[src/sv/assert_macros.svh]
// ----------------------------------------------------------------------------
// assert_macros.svh
// Concurrent assertion helpers, compiled out when SYNTH is defined.
// ----------------------------------------------------------------------------
`ifndef ASSERT_MACROS_SVH
`define ASSERT_MACROS_SVH

`ifndef SYNTH
// Property must hold at every clock edge outside reset.
`define ASSERT_PROP(lbl, clk, rst, prop) \
   lbl: assert property (@(posedge clk) disable iff (rst) (prop)) \
      else $error("assertion failed");
// Expression must never be true outside reset.
`define ASSERT_NEVER(lbl, clk, rst, expr) \
   lbl: assert property (@(posedge clk) disable iff (rst) !(expr)) \
      else $error("forbidden condition seen");
`else
`define ASSERT_PROP(lbl, clk, rst, prop)
`define ASSERT_NEVER(lbl, clk, rst, expr)
`endif

`endif

[src/sv/bfsam_pkg.sv]
// ----------------------------------------------------------------------------
// bfsam_pkg
// Types and constants shared by the adjacency matrix BFS engine.
// ----------------------------------------------------------------------------
`default_nettype none

package bfsam_pkg;

   localparam int VERTEX_W         = 5;
   localparam int ROW_W            = 32;
   localparam int COUNT_W          = 6;
   localparam int MAX_VERTICES_DEF = 32;

   localparam logic [COUNT_W-1:0] COUNT_RESET = 6'd32;

   localparam logic CMD_LOAD   = 1'b0;
   localparam logic CMD_SEARCH = 1'b1;

   typedef struct packed {
      logic                command;
      logic [VERTEX_W-1:0] row_index;
      logic [ROW_W-1:0]    row_bits;
      logic [VERTEX_W-1:0] start_vertex;
   } req_type;

   typedef struct packed {
      logic [VERTEX_W-1:0] vertex;
      logic                last;
      logic                bad_start;
   } rsp_type;

   typedef struct packed {
      logic                found;
      logic [VERTEX_W-1:0] index;
   } scan_type;

   typedef enum logic [2:0] {
      ST_IDLE,
      ST_POP,
      ST_FETCH,
      ST_SCAN,
      ST_BAD
   } state_type;

endpackage

`default_nettype wire

[src/sv/bfsam_scan.sv]
// ----------------------------------------------------------------------------
// bfsam_scan
// Finds the lowest-numbered neighbor that is in range and not yet visited.
// ----------------------------------------------------------------------------
`default_nettype none

module bfsam_scan (
   input  wire logic [bfsam_pkg::ROW_W-1:0] row,
   input  wire logic [bfsam_pkg::ROW_W-1:0] mask,
   input  wire logic [bfsam_pkg::ROW_W-1:0] visited,
   output bfsam_pkg::scan_type              scan
);

   logic [bfsam_pkg::ROW_W-1:0]    fresh;
   logic [bfsam_pkg::ROW_W-1:0]    low;
   logic [bfsam_pkg::VERTEX_W-1:0] idx;

   always_comb begin
      fresh = row & mask & ~visited;
      // isolate lowest set bit
      low   = fresh & (~fresh + bfsam_pkg::ROW_W'(1));
      idx   = '0;
      for (int i = 0; i < bfsam_pkg::ROW_W; i++) begin
         if (low[i]) begin
            idx = idx | bfsam_pkg::VERTEX_W'(i);
         end
      end
      scan.found = |fresh;
      scan.index = idx;
   end

endmodule

`default_nettype wire

[src/sv/bfs_adjacency_matrix.sv]
// ----------------------------------------------------------------------------
// bfs_adjacency_matrix
// Breadth-first search engine over a stored directed adjacency matrix.
// ----------------------------------------------------------------------------
//  channel  dir  handshake                         payload
//  req      in   req_valid / req_stall             req_data (load row or search)
//  rsp      out  rsp_valid / rsp_stall             rsp_data (visit order)
//  csr      in   csr_write_enable                  csr_write_data (vertex count)
//
//  A load writes its row when the request is accepted. A bad start passes
//  through ST_BAD, where it waits out any rsp stall. A search pops each vertex
//  from the queue (queue pop), reads its row (row read), lets the single
//  lowest-bit scan unit enqueue one neighbor a cycle, then emits the vertex.
//  req_stall is high for the whole search; a stalled rsp holds the sequencer.
//  Reset clears the rows (per-row valid bits), the queue pointers and control.
// ----------------------------------------------------------------------------
`default_nettype none

`include "assert_macros.svh"

module bfs_adjacency_matrix #(
   parameter int MAX_VERTICES = bfsam_pkg::MAX_VERTICES_DEF
) (
   input  wire logic                              clock,
   input  wire logic                              reset,
   input  wire logic                              req_valid,
   output      logic                              req_stall,
   input  wire bfsam_pkg::req_type                req_data,
   output      logic                              rsp_valid,
   input  wire logic                              rsp_stall,
   output      bfsam_pkg::rsp_type                rsp_data,
   input  wire logic                              csr_write_enable,
   input  wire logic [bfsam_pkg::COUNT_W-1:0]     csr_write_data
);

   localparam int ROWS = (MAX_VERTICES < bfsam_pkg::ROW_W) ? MAX_VERTICES
                                                           : bfsam_pkg::ROW_W;
   localparam int IDXW = $clog2(ROWS);
   localparam int CW   = $clog2(ROWS + 1);
   localparam logic [bfsam_pkg::COUNT_W-1:0] ROWS_C = bfsam_pkg::COUNT_W'(ROWS);

   bfsam_pkg::state_type state_ff, state_in;

   logic [bfsam_pkg::COUNT_W-1:0]  count_ff;
   logic [CW-1:0]                  head_ff;
   logic [CW-1:0]                  tail_ff;
   logic [bfsam_pkg::ROW_W-1:0]    visited_ff;
   logic [bfsam_pkg::ROW_W-1:0]    mask_ff;
   logic [bfsam_pkg::VERTEX_W-1:0] w_ff;
   logic [bfsam_pkg::VERTEX_W-1:0] fifo_rd_ff;
   logic [bfsam_pkg::ROW_W-1:0]    adj_rd_ff;
   logic [ROWS-1:0]                adj_valid_ff;
   logic                           rsp_valid_ff;
   bfsam_pkg::rsp_type             rsp_data_ff;

   logic [bfsam_pkg::ROW_W-1:0]    adj_mem  [ROWS];
   logic [bfsam_pkg::VERTEX_W-1:0] fifo_mem [ROWS];

   logic                           req_fire;
   logic                           out_free;
   logic [bfsam_pkg::COUNT_W-1:0]  lim;
   logic                           bad;
   logic [bfsam_pkg::ROW_W-1:0]    mask_calc;
   logic                           load_we;
   logic                           is_search;
   bfsam_pkg::scan_type            scan;

   logic start_search, do_pop, do_fetch, do_enq, do_emit, emit_bad;

   // ------------------------------------------------------------------
   // shared neighbor scan unit
   // ------------------------------------------------------------------
   bfsam_scan u_scan (
      .row     (adj_rd_ff),
      .mask    (mask_ff),
      .visited (visited_ff),
      .scan    (scan)
   );

   // ------------------------------------------------------------------
   // input decode
   // ------------------------------------------------------------------
   always_comb begin
      req_fire  = req_valid && !req_stall;
      out_free  = !rsp_valid_ff || !rsp_stall;
      lim       = (count_ff > ROWS_C) ? ROWS_C : count_ff;
      bad       = bfsam_pkg::COUNT_W'(req_data.start_vertex) >= lim;
      is_search = req_data.command == bfsam_pkg::CMD_SEARCH;
      for (int i = 0; i < bfsam_pkg::ROW_W; i++) begin
         mask_calc[i] = bfsam_pkg::COUNT_W'(i) < lim;
      end
      // rows beyond the supported depth are never read back
      load_we   = req_fire && (req_data.command == bfsam_pkg::CMD_LOAD) &&
                  (bfsam_pkg::COUNT_W'(req_data.row_index) < ROWS_C);
   end

   // ------------------------------------------------------------------
   // sequencer
   // ------------------------------------------------------------------
   always_comb begin
      state_in = state_ff;
      unique case (state_ff)
         bfsam_pkg::ST_IDLE: begin
            if (req_fire && is_search) begin
               state_in = bad ? bfsam_pkg::ST_BAD : bfsam_pkg::ST_POP;
            end
         end
         bfsam_pkg::ST_POP:   state_in = bfsam_pkg::ST_FETCH;
         bfsam_pkg::ST_FETCH: state_in = bfsam_pkg::ST_SCAN;
         bfsam_pkg::ST_SCAN: begin
            if (!scan.found && out_free) begin
               state_in = (head_ff == tail_ff) ? bfsam_pkg::ST_IDLE
                                               : bfsam_pkg::ST_POP;
            end
         end
         bfsam_pkg::ST_BAD: begin
            if (out_free) begin
               state_in = bfsam_pkg::ST_IDLE;
            end
         end
         default: state_in = bfsam_pkg::ST_IDLE;
      endcase
   end

   always_comb begin
      req_stall    = 1'b1;
      start_search = 1'b0;
      do_pop       = 1'b0;
      do_fetch     = 1'b0;
      do_enq       = 1'b0;
      do_emit      = 1'b0;
      emit_bad     = 1'b0;
      unique case (state_ff)
         bfsam_pkg::ST_IDLE: begin
            req_stall    = 1'b0;
            start_search = req_valid && is_search && !bad;
         end
         bfsam_pkg::ST_POP:   do_pop   = 1'b1;
         bfsam_pkg::ST_FETCH: do_fetch = 1'b1;
         bfsam_pkg::ST_SCAN: begin
            do_enq  = scan.found;
            do_emit = !scan.found && out_free;
         end
         bfsam_pkg::ST_BAD:   emit_bad = out_free;
         default: ;
      endcase
   end

   // ------------------------------------------------------------------
   // control registers
   // ------------------------------------------------------------------
   always_ff @(posedge clock) begin
      if (reset) begin
         state_ff     <= bfsam_pkg::ST_IDLE;
         count_ff     <= bfsam_pkg::COUNT_RESET;
         head_ff      <= '0;
         tail_ff      <= '0;
         adj_valid_ff <= '0;
         rsp_valid_ff <= 1'b0;
      end else begin
         state_ff <= state_in;
         if (csr_write_enable) begin
            count_ff <= csr_write_data;
         end
         if (start_search) begin
            head_ff <= '0;
            tail_ff <= CW'(1);
         end else begin
            if (do_pop) begin
               head_ff <= head_ff + CW'(1);
            end
            if (do_enq) begin
               tail_ff <= tail_ff + CW'(1);
            end
         end
         if (load_we) begin
            adj_valid_ff[req_data.row_index[IDXW-1:0]] <= 1'b1;
         end
         if (do_emit || emit_bad) begin
            rsp_valid_ff <= 1'b1;
         end else if (!rsp_stall) begin
            rsp_valid_ff <= 1'b0;
         end
      end
   end

   // ------------------------------------------------------------------
   // datapath registers and memories
   // ------------------------------------------------------------------
   always_ff @(posedge clock) begin
      if (start_search) begin
         visited_ff <= bfsam_pkg::ROW_W'(1) << req_data.start_vertex;
         mask_ff    <= mask_calc;
      end else if (do_enq) begin
         visited_ff <= visited_ff | (bfsam_pkg::ROW_W'(1) << scan.index);
      end
      if (do_fetch) begin
         w_ff <= fifo_rd_ff;
      end
      if (do_emit) begin
         rsp_data_ff.vertex    <= w_ff;
         rsp_data_ff.last      <= head_ff == tail_ff;
         rsp_data_ff.bad_start <= 1'b0;
      end else if (emit_bad) begin
         rsp_data_ff.vertex    <= '0;
         rsp_data_ff.last      <= 1'b1;
         rsp_data_ff.bad_start <= 1'b1;
      end
   end

   // vertex queue
   always_ff @(posedge clock) begin
      if (start_search) begin
         fifo_mem[0] <= req_data.start_vertex;
      end else if (do_enq) begin
         fifo_mem[tail_ff[IDXW-1:0]] <= scan.index;
      end
      if (do_pop) begin
         fifo_rd_ff <= fifo_mem[head_ff[IDXW-1:0]];
      end
   end

   // adjacency rows; a row never loaded reads as zero
   always_ff @(posedge clock) begin
      if (load_we) begin
         adj_mem[req_data.row_index[IDXW-1:0]] <= req_data.row_bits;
      end
      if (do_fetch) begin
         adj_rd_ff <= adj_valid_ff[fifo_rd_ff[IDXW-1:0]]
                      ? adj_mem[fifo_rd_ff[IDXW-1:0]] : '0;
      end
   end

   assign rsp_valid = rsp_valid_ff;
   assign rsp_data  = rsp_data_ff;

   // ------------------------------------------------------------------
   // assertions
   // ------------------------------------------------------------------
   `ASSERT_NEVER(a_head_past_tail, clock, reset, head_ff > tail_ff)
   `ASSERT_PROP(a_pop_nonempty, clock, reset,
                (state_ff == bfsam_pkg::ST_POP) |-> (head_ff < tail_ff))
   `ASSERT_PROP(a_visited_queued, clock, reset,
                (state_ff == bfsam_pkg::ST_POP || state_ff == bfsam_pkg::ST_FETCH ||
                 state_ff == bfsam_pkg::ST_SCAN) |->
                ($countones(visited_ff) == int'(tail_ff)))
   `ASSERT_PROP(a_enq_in_range, clock, reset,
                (state_ff == bfsam_pkg::ST_SCAN && scan.found) |-> mask_ff[scan.index])

endmodule

`default_nettype wire
[config.mk]
export PLATFORM = sky130hd
export DESIGN_NAME = bfs_adjacency_matrix
export DESIGN_NICKNAME = d
export VERILOG_FILES = /design/src/sv/bfsam_pkg.sv /design/src/sv/bfsam_scan.sv /design/src/sv/bfs_adjacency_matrix.sv
export VERILOG_INCLUDE_DIRS = /design/src /design/src/sv
export SDC_FILE = /design/constraint.sdc
export NUM_CORES = 1
export LEC_CHECK = 0
export ABC_AREA = 1
export BUFFER_PORTS_ARGS = -buffer_cell sky130_fd_sc_hd__buf_2
export CAP_MARGIN = 20
export CORE_MARGIN = 4
export CORE_UTILIZATION = 30
export DETAILED_ROUTE_END_ITERATION = 6
export GPL_TIMING_DRIVEN = 0
export PLACE_DENSITY = 0.42
export SYNTH_ARGS = -nofsm -noshare
export SYNTH_HDL_FRONTEND = slang
export SYNTH_SLANG_ARGS = --single-unit
[constraint.sdc]
create_clock -name clock -period 5.2 [get_ports clock]
set_input_delay 0.52 -clock clock [delete_from_list [all_inputs] [get_ports clock]]
set_output_delay 0.52 -clock clock [all_outputs]
set_load 0.01 [all_outputs]
After elaboration in Yosys (flattened, before gate mapping):

Memories as Yosys holds them, arrays and structs flattened. A register that Yosys moved wholly into a read port is not among the register bits.
Index checks and enable logic that the tools add are counted.
Widths: inputs -> output; s select.

* add/sub/neg operators: 3
* multiply operators: 0
* div/mod/pow operators: 0
* $lt $le $gt $ge: 37
* eq/ne operators: 9
* shift operators: 2
* multiplexer cells: 87
* bitwise logic cells: 8
* reductions and logical operators: 24

Operator list (number)
* $mux 32: 5
* $and 32x32->32: 3
* $lt 5x6->1 const A: 16
* $mux 5: 18
* $mux 6: 13
* $not 32->32: 2
* $or 32x32->32: 2
* $shl 1x5->32 const A: 2
* $lt 4x6->1 const A: 8
* $mux 3: 11
* $add 32x1->32 const B: 1
* $mux 4: 8
* $reduce_or 32->1: 1
* $lt 3x6->1 const A: 4
* $mux 1: 24
* $mux 7: 3
* $pmux 3 s5: 1
* $add 6x1->6 const B: 2
* $lt 1x6->1 const A: 2
* $lt 2x6->1 const A: 2
* $lt 5x6->1 const B: 2
* $reduce_bool 2->1: 4
* $logic_and 1x1->1: 7
* $eq 3x2->1 const B: 2
* 19 further kinds: 27

* flip-flop bits (word level): 130
* latch bits: 0
* bits in writable memories: 1184
* memory bits (read-only): 0
* input port bits: 54
* output and inout port bits: 9
* logic and storage cells: 184
* memories kept: 2

Memory list
* adj_mem: words 32, bits a word 32, read ports 1, clocked after memory_dff 1, write ports 1, RTL line bfs_adjacency_matrix.sv:56 `logic [bfsam_pkg::ROW_W-1:0] adj_mem [ROWS];`
* fifo_mem: words 32, bits a word 5, read ports 1, clocked after memory_dff 1, write ports 1, RTL line bfs_adjacency_matrix.sv:57 `logic [bfsam_pkg::VERTEX_W-1:0] fifo_mem [ROWS];`

Depth between registers and ports, before layout:

* depth in word-level cells: 41
* gate-level depth with buffers: 21
* depth with buffers taken out: 21

By module:

From an unflattened synthesis, not the netlist that was laid out.

* cell total of the unflattened synthesis: 5068
* area total of the unflattened synthesis: 56680.6 um^2

By module, submodules not included
* bfs_adjacency_matrix: instances 1, cells each 4779, area an instance 55274.3 um^2, sequential area each 40018.4 um^2
* bfsam_scan: instances 1, cells each 289, area an instance 1406.3 um^2, sequential area each 0.0 um^2

Worst setup path after synthesis:

Ideal clock, no wire load.

* path type: flip-flop to flip-flop
* from: register count_ff[0] (netlist name)
* to: memory fifo_mem[4][0] (netlist name), enable pin
* setup time: 320 ps
* data arrival time: 3413 ps
* data required time: 4880 ps
* slack: 1466 ps
* stages on the path, launching flop included: 16
* buffers on the path: 1
* period minus slack after synthesis: 3734 ps
* cell sequence: dfxtp_1 nor2_1 nand3_1 o21ai_0 inv_1 nor2_1 inv_1 ha_1 a21o_1 a22oi_1 o21a_1 nand3_2 nand2_1 or3b_1 buf_6 nor2_2

* cells in the longest elaborated chain, start to end: 10
* elaborated cells between the ends (all ways): 13
* those cells by class: 2 x order compare; 8 x mux; 3 x reduce/logical

RTL lines
* from (decl): RTL line bfs_adjacency_matrix.sv:44 `logic [bfsam_pkg::COUNT_W-1:0] count_ff;`
* from (signal assigned): RTL line bfs_adjacency_matrix.sv:155 `count_ff <= bfsam_pkg::COUNT_RESET;`
* from (signal assigned): RTL line bfs_adjacency_matrix.sv:163 `count_ff <= csr_write_data;`
* $gt 6x6->1: RTL line bfs_adjacency_matrix.sv:86 `lim = (count_ff > ROWS_C) ? ROWS_C : count_ff;`
* $mux 6 (*): RTL line bfs_adjacency_matrix.sv:86
* $ge 5x6->1 (*): RTL line bfs_adjacency_matrix.sv:87 `bad = bfsam_pkg::COUNT_W'(req_data.start_vertex) >= lim;`
* $logic_not 1->1 (*): RTL line bfs_adjacency_matrix.sv:136 `start_search = req_valid && is_search && !bad;`
* $logic_and 1x1->1 (*): RTL line bfs_adjacency_matrix.sv:136
* $mux 1 (*): RTL line bfs_adjacency_matrix.sv:133 `unique case (state_ff)`
* $mux 1: RTL line bfs_adjacency_matrix.sv:213 `if (start_search) begin`
* $mux 1 (not written as such): RTL line bfs_adjacency_matrix.sv:216 `fifo_mem[tail_ff[IDXW-1:0]] <= scan.index;`
* $reduce_or 5->1 (no line)
* $mux 5 (no line) / $mux 1 (equally long branches)
* to (decl): RTL line bfs_adjacency_matrix.sv:57

Every way passes the cells marked *; elsewhere a longest branch is shown, timed or not.

Worst setup path in the final report:

* from: register count_ff[0] (netlist name)
* to: memory fifo_mem[28][4] (netlist name), enable pin

Same word-level chain as after synthesis.

==> flow_metrics.env <==
export IMPL_post_route_util=0.357
export IMPL_grt_antenna_before_repair=11
export IMPL_final_min_clock_period_ns=4.46
export IMPL_fmax_ghz=0.224
export IMPL_yosysSeqAreaShare=0.738
export IMPL_grt_pass1_wl_mm=292
export IMPL_grt_pass1_vias=36200
export IMPL_skew_ns=0.0482
export IMPL_cts_repair_resized=0
export IMPL_clk_latency_ns=0.81
export IMPL_start_util=0.303
export IMPL_layout_drive_gt1_share=0.103
export IMPL_synth_top_family_by_area="compound AO/OA/AOI/OAI gates"
export IMPL_die_w_um=433
export IMPL_drc=0
export IMPL_power_leakage_nw=20.5
export IMPL_stdcell_count=7028
export IMPL_synth_compound_area_frac=0.121
export IMPL_setup_worst_path_start="count_ff[0]$_SDFFE_PP0P_"
export IMPL_grt_setup_unrepaired="no"
export IMPL_numCtsBuffers=154
export IMPL_antenna_left=0
export IMPL_total_power_mw=29.4
export IMPL_clk_path_buf_depth=3
export IMPL_maxCapViolCount=0
export IMPL_slew_headroom=0.187
export IMPL_post_cts_buffers=0
export IMPL_powerDensity_nw_per_um2=460
export IMPL_hold_buffers=0
export IMPL_final_common_cell="edfxtp_1"
export IMPL_ys_warn_count=0
export IMPL_ys_ff_latch=1351
export IMPL_die_h_um=433
export IMPL_grt_overflow=0
export IMPL_drt_wl_total_mm=213
export IMPL_synthesis_area_um2=54200
export IMPL_coreArea_um2=179000
export IMPL_cts_tree="yes"
export IMPL_grt_usage=0.224
export IMPL_cts_sinks=1351
export IMPL_h_tree_depth=4
export IMPL_ios=63
export IMPL_tightest_slew_ns=1.22
export IMPL_grt_max_degree=42
export IMPL_avgSynthCellArea_um2=12.7
export IMPL_r2r_start="count_ff[0]$_SDFFE_PP0P_"
export IMPL_rows=155
export IMPL_dpl_hpwl_mm=144
export IMPL_portBuffers=61
export IMPL_dr_total_vias=37500
export IMPL_clk_pin_slew_ns=0.06
export IMPL_synth_fa_ha_area_frac=0.00162
export IMPL_crit_path_start_kind="flip-flop"
export IMPL_post_route_period_util=0.858
export IMPL_synth_nets=4332
export IMPL_nets=4606
export IMPL_crit_type="reg -> reg"
export IMPL_vdd_ir_drop_worst_v=0.000319
export IMPL_worst_setup_path_end_kind="flip-flop"
export IMPL_worstHoldStart="csr_write_enable"
export IMPL_status="completed"
export IMPL_drv_slew=0
export IMPL_first_iter_violations=3952
export IMPL_netlist_instances=4271
export IMPL_required_ns=5.65
export IMPL_synthMuxAreaShare=0
export IMPL_setup_tns_ns=0
export IMPL_ys_async_sr_fraction=0
export IMPL_firstDrtPassIters=7
export IMPL_yosys_area_share_simple=0.108
export IMPL_ys_flop_type="edfxtp_1"
export IMPL_numPlacedInstances=6743
export IMPL_viasPerCell=5.33
export IMPL_gp_congestion=0.911
export IMPL_critPathArrivalTime_ns=4.92
export IMPL_path_max_fanout=34
export IMPL_finalSetupViolCount=0
export IMPL_wl_per_cell_um=30.4
export IMPL_hp_class="in -> reg"
export IMPL_dieArea_um2=188000
export IMPL_hold_violations=0
export IMPL_clockRootBuffer="clkbuf_16"
export IMPL_layout_common_cells="edfxtp_1, nor2_1, o21ai_0, o221ai_1, clkbuf_1"
export IMPL_synth_edf_count=1296
export IMPL_holdWs_ns=0.0517
export IMPL_ys_types=44
export IMPL_syn2layout_area_growth_pct=17.8
export IMPL_synth_xor_area_share=0.000485
## routing by layer
metal  GRT usage  wire length, µm
met5           0               13
met4      0.0876             8950
met3      0.0407            13900
met2       0.362            99600
met1       0.298            91000
## synthesized netlist by cell type (3+ instances only)
| library cell | instances | area [µm²] |
|---|---|---|
| clkinv_1 | 3 | 11.3 |
| nor2_2 | 9 | 56.3 |
| o221ai_1 | 242 | 2120 |
| nand4_1 | 13 | 81.3 |
| nand2_2 | 5 | 31.3 |
| nor2_4 | 4 | 45.0 |
| edfxtp_1 | 1296 | 38900 |
| nor2_1 | 895 | 3360 |
| nand3_1 | 227 | 1140 |
| inv_2 | 12 | 45.0 |
| dfxtp_1 | 55 | 1100 |
| o211ai_1 | 42 | 315 |
| buf_1 | 12 | 45.0 |
| clkbuf_1 | 194 | 728 |
| o21ai_0 | 692 | 3460 |
| nand2_1 | 214 | 803 |
| buf_2 | 66 | 330 |
| nor3_1 | 21 | 105 |
| a31oi_1 | 5 | 31.3 |
| ha_1 | 7 | 87.6 |
| nand3b_1 | 3 | 22.5 |
| a21oi_1 | 26 | 130 |
| inv_1 | 121 | 454 |
| nand3_2 | 10 | 100 |
| o22ai_1 | 68 | 425 |
| buf_4 | 3 | 22.5 |
| a211oi_1 | 6 | 45.0 |
## critical path, stage by stage (launching register included)
cell and delay [ns]:
dfxtp_1 0.31, nor2_1 0.52, nand3_1 0.12, o21ai_0 0.18
inv_1 0.11, nor2_1 0.13, inv_1 0.10, ha_1 0.30
a21o_1 0.16, a22oi_1 0.13, o21a_1 0.18, nand3_2 0.22
nand2_2 0.76, or3b_1 0.43, buf_6 0.18, nor2_2 0.29
## where the power goes
part / internal [mW] / switching [mW]
Sequential: 12.3 / 0.140
Clock: 6.12 / 4.61
Combinational: 1.39 / 4.79
Total: 19.8 / 9.54
## worst paths after layout
path	end	slack [ns]	cells after the start
worst max-delay path	fifo_mem[28][4]$_DFFE_PP_	0.74	15
worst max register to register	fifo_mem[28][4]$_DFFE_PP_	0.74	15
worst min-delay path	count_ff[5]$_SDFFE_PP1P_	0.05	2
worst min register to register	adj_valid_ff[17]$_SDFFE_PP0P_	0.47	2
## cell type report
type,instances,area [µm²]
fillers,17500,115000
flip-flops and latches,1351,40000
multi-input cells,2508,12800
clock buffers,199,4130
well taps,2355,2950
repair buffers,118,1490
plain buffers,276,1140
clock inverters,83,777
inverters,136,510
diodes,2,5.00
## logic make-up after synthesis
family | count (synthesis)
xor gates and xnor gates | 3
and+or+nand+nor | 1410
adders and majority gates | 7
DFF | 1351
AOI/OAI and AO/OA | 1088
buffers and inverters | 412
## state kept, by name, indices dropped and copies added (netlist names)
register and flops:
adj_rd_ff 32, fifo_mem 160, rsp_valid 1, adj_mem 1024
fifo_rd_ff 5, visited_ff 32, rsp_data 7, mask_ff 32
adj_valid_ff 32, tail_ff 6, count_ff 6, head_ff 6
state_ff 3, w_ff 5
## per-stage QoR
| step | cell area, µm² | setup slack (ns) |
|---|---|---|
| floorplan | 54200 | 1.47 |
| global placement | 57500 | -2.88 |
| detailed placement | 58900 | 0.655 |
| CTS | 63800 | 0.635 |
| global route | 63900 | 0.425 |
| finish | 63900 | 0.738 |
Power figures use the tool's default switching activity.
